<file path="config.mk">
export PLATFORM = sky130hd
export DESIGN_NAME = stlb_control
export DESIGN_NICKNAME = d
export VERILOG_FILES = /design/src/hw/rtl/stlb_pkg.sv /design/src/hw/rtl/stlb_control.sv
export VERILOG_INCLUDE_DIRS = /design/src /design/src/hw/rtl
export SDC_FILE = /design/constraint.sdc
export NUM_CORES = 1
export LEC_CHECK = 0
export ABC_AREA = 1
export BUFFER_PORTS_ARGS = -buffer_cell sky130_fd_sc_hd__clkbuf_2
export CORE_AREA = 8 8 45 47
export CTS_BUF_LIST = sky130_fd_sc_hd__clkbuf_8
export CTS_CLUSTER_DIAMETER = 40
export DETAILED_ROUTE_END_ITERATION = 12
export DIE_AREA = 0 0 53 55
export SLEW_MARGIN = 10
export SYNTH_ARGS = -nofsm -noshare
export SYNTH_HDL_FRONTEND = slang
export SYNTH_SLANG_ARGS = --single-unit
</file>
<file path="constraint.sdc">
create_clock -name aclk -period 2.41 [get_ports aclk]
set_clock_uncertainty 0.1 [all_clocks]
set_input_delay 0.3615 -clock aclk [delete_from_list [all_inputs] [get_ports aclk]]
set_output_delay 0.3615 -clock aclk [all_outputs]
set_load 0.02 [all_outputs]
</file>
<file path="src/hw/rtl/sorted_table_lower_bound_search_defines.svh">
// ----------------------------------------------------------------------------
// Sorted-table lower-bound search: assertion macros
// Shared helpers that clock every check on aclk and hold it off during reset.
// ----------------------------------------------------------------------------
`ifndef SORTED_TABLE_LOWER_BOUND_SEARCH_DEFINES_SVH
`define SORTED_TABLE_LOWER_BOUND_SEARCH_DEFINES_SVH

// The property must hold at every clock edge outside reset.
`define STLB_ASSERT(name, prop) \
    name: assert property (@(posedge aclk) disable iff (!aresetn) (prop)) \
        else $error("%m: assertion failed");

// The condition must never be true outside reset.
`define STLB_ASSERT_NEVER(name, cond) \
    name: assert property (@(posedge aclk) disable iff (!aresetn) !(cond)) \
        else $error("%m: forbidden condition seen");

`endif

</file>
<file path="src/hw/rtl/stlb_pkg.sv">
// ----------------------------------------------------------------------------
// Sorted-table lower-bound search: shared package
// Field widths, default parameters, request codes and the command and status
// bundles that pass between the controller and the datapath.
// ----------------------------------------------------------------------------
package stlb_pkg;

    localparam int DEF_TABLE_DEPTH = 1024;
    localparam int DEF_ENTRY_BITS  = 32;

    localparam int COUNT_W = 11;
    localparam int INDEX_W = 10;
    localparam int VALUE_W = 32;
    localparam int POS_W   = 11;

    // The entry index reaches 1024 entries at most.
    localparam int MAX_COUNT = 1024;

    localparam logic [POS_W-1:0] NO_POSITION = '1;

    localparam logic REQ_WRITE  = 1'b0;
    localparam logic REQ_SEARCH = 1'b1;

    typedef struct packed {
        logic write_entry;  // store the input value at the input index
        logic load_search;  // capture key and set the search bounds
        logic addr_lo;      // read address is the low bound instead of the midpoint
        logic step;         // narrow the bounds with the entry just read
        logic check;        // compare the entry at the low bound with the key
        logic load_out;     // move the result into the output register
    } cmd_t;

    typedef struct packed {
        logic lo_lt_hi;     // bisection still has candidates
        logic lo_lt_n;      // low bound lies inside the entries in use
    } status_t;

endpackage

</file>
<file path="src/hw/rtl/stlb_control.sv">
// ----------------------------------------------------------------------------
// Sorted-table lower-bound search: controller
// Sequences writes, bisection probes, the final equality check and the
// output handshake.
// ----------------------------------------------------------------------------
`include "sorted_table_lower_bound_search_defines.svh"

module stlb_control (
    input  logic              aclk,
    input  logic              aresetn,
    input  logic              s_valid,
    output logic              s_ready,
    input  logic              s_req_type,
    output logic              m_valid,
    input  logic              m_ready,
    input  stlb_pkg::status_t sts,
    output stlb_pkg::cmd_t    cmd
);

    typedef enum logic [2:0] {
        S_IDLE,
        S_PROBE,
        S_CMP,
        S_FCMP,
        S_DONE
    } state_t;

    state_t state_reg, state_next;
    logic   m_valid_reg;
    logic   out_free;

    assign out_free = !m_valid_reg || m_ready;
    assign s_ready  = (state_reg == S_IDLE);
    assign m_valid  = m_valid_reg;

    always_comb begin
        cmd        = '0;
        state_next = state_reg;
        unique case (state_reg)
            S_IDLE: begin
                if (s_valid) begin
                    if (s_req_type == stlb_pkg::REQ_SEARCH) begin
                        cmd.load_search = 1'b1;
                        state_next      = S_PROBE;
                    end else begin
                        cmd.write_entry = 1'b1;
                    end
                end
            end
            S_PROBE: begin
                cmd.addr_lo = !sts.lo_lt_hi;
                if (sts.lo_lt_hi) begin
                    state_next = S_CMP;
                end else if (sts.lo_lt_n) begin
                    state_next = S_FCMP;
                end else begin
                    state_next = S_DONE;
                end
            end
            S_CMP: begin
                cmd.step   = 1'b1;
                state_next = S_PROBE;
            end
            S_FCMP: begin
                cmd.check  = 1'b1;
                state_next = S_DONE;
            end
            S_DONE: begin
                if (out_free) begin
                    cmd.load_out = 1'b1;
                    state_next   = S_IDLE;
                end
            end
            default: begin
                state_next = S_IDLE;
            end
        endcase
    end

    always_ff @(posedge aclk) begin
        if (!aresetn) begin
            state_reg   <= S_IDLE;
            m_valid_reg <= 1'b0;
        end else begin
            state_reg <= state_next;
            if (cmd.load_out) begin
                m_valid_reg <= 1'b1;
            end else if (m_ready) begin
                m_valid_reg <= 1'b0;
            end
        end
    end

    `STLB_ASSERT(a_cmp_after_probe, (state_reg == S_CMP) |-> ($past(state_reg) == S_PROBE))
    `STLB_ASSERT(a_fcmp_after_probe, (state_reg == S_FCMP) |-> ($past(state_reg) == S_PROBE))
    `STLB_ASSERT(a_load_when_free, cmd.load_out |-> out_free)
    `STLB_ASSERT_NEVER(a_search_while_busy, cmd.load_search && (state_reg != S_IDLE))

endmodule

</file>
==> results of run 1 <==
## final cells by class
type,instances,area share (%)
Multi-Input combinational cell,27,41.3
Sequential cell,4,19.5
Timing Repair Buffer,14,17.0
Clock buffer,3,10.0
Inverter,8,7.29
Tap cell,16,4.86
## kinds of logic (layout without fill, tap and decap cells)
kind of cell / count (synthesis) / after routing / share of synthesized area, %
flops: 4 / 4 / 28.6
buf+inv: 8 / 25 / 10.7
simple gates: 24 / 24 / 54.0
compound gates: 3 / 3 / 6.69
## placed cells by master (no fill, tap or decap), types with 2 or more instances in the layout
cell	Yosys	routed
nor2_2	5	5
nor2_1	6	6
nand3_1	3	3
nor2_4	2	2
clkbuf_2	0	14
clkbuf_8	0	3
dfxtp_1	4	4
nand2_2	3	3
nand2_1	3	3
inv_2	3	3
inv_1	5	5
## where the power goes
group	switching (W)	leakage, nW	internal (W)
logic	0.0000411	0.160	0.0000222
registers	0.00000460	0.0326	0.0000705
clock network	0.0000305	0.0216	0.000106
## per-layer routing
metal,vias up,wire [um]
met2,10,290
li1,151,-
met3,2,77
met1,116,274
met5,-,0
met4,0,5
## path summary, 6_finish.rpt
| path | startpoint | cells past startpoint | endpoint | slack [ns] |
|---|---|---|---|---|
| worst max-delay path | state_reg[2] | 6 | cmd[5] | 0.82 |
| worst min-delay path | aresetn | 3 | state_reg[0] | 0.29 |
| worst min register to register | state_reg[1] | 2 | state_reg[2] | 0.46 |
| worst max register to register | state_reg[0] | 4 | state_reg[0] | 1.47 |
## critical path, cell delays in order (launching register included)
cell and delay, ns:
dfxtp_1 0.36, nor2_2 0.15, nand2_2 0.07, inv_2 0.06, nand2_2 0.04, nor2_2 0.06, clkbuf_2 0.17
## per-stage QoR
stage	utilization [%]	std cells	total power, W	area [um^2]	hold slack, ns
floorplan	-	39	0.000120	280	0.398
global placement	26.8	69	0.000139	370	0.467
detailed placement	26.8	69	0.000140	370	0.462
CTS	29.7	72	0.000281	412	0.286
global route	29.7	72	0.000292	412	0.309
finish	29.7	72	0.000275	412	0.292
==> impl_metrics.yaml, run 1 <==
status:
  status: "finished clean"
sta:
  fin_setup_tns_ns: 0
  fin_crit_ns: 1.59
  fmax_mhz: 627
  hold_viol: 0
  maxSlewViolCount: 0
  finalCritPeriodShare_pct: 66.1
  setup_viol: 0
  relSlewSlack_pct: 83.6
  tightest_slew_ns: 0.246
  postLayoutSetupSlackWorst_ns: 0.816
  rsz0062_at_grt: "no"
yosys:
  synth_nets: 46
  ys_types: 14
  yosysTopAreaCell: "dfxtp_1"
  synth_top_area_share_pct: 28.6
  synthCells: 39
  synth_commonest_cells: "6 x nor2_1, 5 x inv_1, 5 x nor2_2, 4 x dfxtp_1"
  yosys_warnings: 0
  synthTopCellsByArea: "dfxtp_1 29%, nor2_2 11%, nor2_1 8.0%"
  ys_ff_latch: 4
  synth_enable_flop_cells: 0
  post-synth-top-count-cell: "nor2_1"
  seq_area_frac_synth_pct: 28.6
  syn_area_um2: 280
  synth_ff_type: "dfxtp_1"
  syn_avg_cell_area_um2: 7.19
  ys_async_sr_fraction_pct: 0
routing:
  post_drt_wl_per_cell_um: 8.99
  drt_wl_total_um: 647
  drc: 0
  first_pass_iters: 2
  vias_per_cell: 3.88
  vias: 279
  drt_iter0_drc: 3
  postRouteAntennaNets: 0
setup_path:
  required_ns: 1.95
  worstPathMaxFanout: 4
  critPathLaunchType: "register"
  end_kind: "primary output"
  critPathArrivalTime_ns: 1.13
  crit_type: "register to primary output"
global_routing:
  met3_usage_pct: 3.21
  grt_pass1_vias: 316
  grt_pass1_wl_mm: 1.10
  grt_max_degree: 7
  overflow: 0
  grt_usage_pct: 5.25
  use_met2_pct: 7.81
  grt_busiest_layer: "met2"
  antenna_found_initial: 0
  grt_use_met1_pct: 4.87
floorplanning:
  coreArea_mm2: 0.00138
  initial_core_util_pct: 20.3
  dieArea_mm2: 0.00292
  fp.dieH_um: 55
  die_width_um: 53
  core.rowCount: 14
  ioPinCount: 15
place:
  io_buffers: 14
  hpwl_um: 549
  place_congestion: 0.737
  preCtsSetupSlack_ns: 1.03
clock_tree:
  cts.sinks: 4
  clock_path_buffers: 2
  cts_tree: "done"
  path_clk_slew_ns: 0.03
  postCtsSetupBuffers: 0
  cts_hold_buf: 0
  cts_htree_levels: 1
  cts_made_buffers: 3
  clockRootBuffer: "clkbuf_8"
  clk_latency_ns: 0.21
  cts_resized: 0
layout:
  seqCellArea_um2: 80.1
  fillCellCount: 156
  post_route_cells_drive_above_1_share_pct: 58.9
  syn_to_final_growth_pct: 46.9
  nets: 65
  multi_input_area_um2: 170
  largest_reg_flops: 3
  diodes: 0
pwr:
  leakage_nw: 0.214
  peakVddDrop_v: 0.000172
  p_per_area_mw_per_mm2: 668
min_path:
  hold_path_class: "input port to register"
job:
  cap_violations: 0
(Power assumes the default switching activity.)
==> inputs of run 2 (changes only) <==
==> constraint.sdc (replaced) <==
create_clock -name aclk -period 1.33 [get_ports aclk]
set_clock_uncertainty 0.1 [all_clocks]
set_input_delay 0.1995 -clock aclk [delete_from_list [all_inputs] [get_ports aclk]]
set_output_delay 0.1995 -clock aclk [all_outputs]
set_load 0.02 [all_outputs]
==> run 2 against run 1 <==
- hold slack lost 0.16 ns
- global-route usage grew 0.33 points
- highest routed layer unchanged
- via count grew 15%
- clock power grew 82%
- the flow now finishes with violations (negative setup slack)
- critical path depth shrank 1
- sequential share of layout area shrank 2.0 points
- count of clock-buffer cells in the layout is the same
- cell count grew 6.9%
- setup slack lost 0.88 ns
- sequential power grew 84%
- final area grew 23%
- register-to-register slack lost 1.3 ns
==> impl_metrics.yaml, run 2 (synthesis results as in run 1) <==
setup_path:
  crit_type: "register to primary output"
  rr_worst_depth: 6
  critPathLaunchType: "register"
  end_kind: "primary output"
  required_ns: 1.03
  r2r-start: "state_reg[2]"
  worstPathMaxFanout: 3
  crit_top_cell: "buf_4"
  cp_slowest_cell: "dfxtp_4"
  critPathBufInv: 2
  rr_endpoint: "state_reg[0]"
  reg2reg_slack_ns: 0.16
  critPathArrivalTime_ns: 1.09
  slowest_delay_ns: 0.34
  path_cells: "buf_4 -> nor2_4 -> nand2_2 -> nor2_2 -> buf_4"
  path_delay_family: "flip-flops"
routing:
  vias_per_cell: 4.18
  drt_wl_total_um: 765
  postRouteAntennaNets: 0
  drc: 0
  drt_iter0_drc: 2
  vias: 322
  first_pass_iters: 2
  post_drt_wl_per_cell_um: 9.94
min_path:
  hold_path_class: "input port to register"
  hold_end: "state_reg[0]"
  hp-start: "aresetn"
  min_path_cells: 3
layout:
  post_route_cells_drive_above_1_share_pct: 73.8
  nets: 70
  final_core_utilization_pct: 36.7
  finalNonFillerCells: 77
  final_cell_mix: "8 x clkbuf_2, 8 x buf_4, 5 x nor2_2"
  diodes: 0
  syn_to_final_growth_pct: 81.2
  largest_reg_flops: 3
floorplanning:
  coreArea_mm2: 0.00138
  initial_core_util_pct: 20.3
  core.rowCount: 14
  die_width_um: 53
  ioPinCount: 15
  fp.dieH_um: 55
  dieArea_mm2: 0.00292
place:
  io_buffers: 14
  preCtsSetupSlack_ns: 0.116
  dp.cells: 69
  hpwl_um: 527
  place_congestion: 0.763
job:
  cap_violations: 0
sta:
  hold_slack_ns: 0.134
  fin_crit_ns: 1.39
  finalCritPeriodShare_pct: 105
  rsz0062_at_grt: "yes"
  maxSlewViolCount: 0
  hold_viol: 0
  relSlewSlack_pct: 88.4
  tightest_slew_ns: 0.174
  setup_viol: 3
  postLayoutSetupSlackWorst_ns: -0.0614
  fmax_mhz: 719
clock_tree:
  path_clk_slew_ns: 0.03
  cts_hold_buf: 0
  cts_tree: "done"
  clk_latency_ns: 0.22
  cts.sinks: 4
  cts_htree_levels: 1
  clock_path_buffers: 2
  clockRootBuffer: "clkbuf_8"
  cts_made_buffers: 3
global_routing:
  overflow: 0
  grt_pass1_vias: 327
  antenna_found_initial: 0
  grt_usage_pct: 5.58
  grt_pass1_wl_mm: 1.17
  grt_max_degree: 7
pwr:
  peakVddDrop_v: 0.000343
  leakage_nw: 0.254
  finalPower_w: 0.000546
  p_per_area_mw_per_mm2: 1070
status:
  status: "finished, violations left"
  violations: "negative setup slack"
==> run 2: changes by cell type in the layout (fill, tap and decap cells not counted), moves of 2 or more <==
cell	change
buf_4	+8
clkbuf_2	-6
dfxtp_1	-3
dfxtp_4	+2
nor2_1	-2
nor2_4	+2
==> run 2: worst max-delay path by stage <==
stage                       from  endpoint  cells past startpoint
finish              state_reg[2]    cmd[3]                      5
global route        state_reg[2]    cmd[5]                      6
CTS                 state_reg[2]    cmd[5]                      6
detailed placement  state_reg[2]    cmd[5]                      6
global placement    state_reg[2]    cmd[5]                      6
floorplan           state_reg[2]    cmd[5]                      5
==> run 2: layout make-up <==
| type | count | area [um^2] |
|---|---|---|
| timing repair buffer | 19 | 140 |
| inverter | 8 | 30.0 |
| clock buffer | 3 | 41.3 |
| sequential | 4 | 88.8 |
| fill | 149 | 876 |
| tap | 16 | 20.0 |
| multi-input combinational | 27 | 188 |
==> run 2: tightest hold or removal path, cell delays in order <==
cell and delay (ns):
clkbuf_2 0.10, nand2_1 0.08, a21oi_2 0.03
==> run 2: stage by stage <==
step           setup TNS, ns  instance area (um^2)
3_5_place_dp               0                   370
3_3_place_gp               0                   370
4_1_cts               -0.127                   479
6_report              -0.165                   508
2_1_floorplan              0                   280
5_1_grt               -0.358                   508
==> run 2: report_power, final <==
part	switching, W	total (W)	internal, W
sequential	0.0000106	0.000138	0.000127
combinational	0.0000876	0.000158	0.0000701
clock	0.0000576	0.000250	0.000192
total	0.000156	0.000546	0.000390
==> run 2: routing by layer <==
layer  wire (um)  vias up  track usage (%)
met5           0        -                0
met4          28        0             5.17
met3          90        4             3.74
met2         355       14             8.59
met1         290      139             4.87
li1            -      165                -
==> run 2: what timing repair did <==
item | CTS | global route
cloned | 0 | 0
endpoints found under the setup margin | 7 | 7
pin swaps | 2 | 1
resized for setup | 15 | 10
setup buffers | 3 | 2
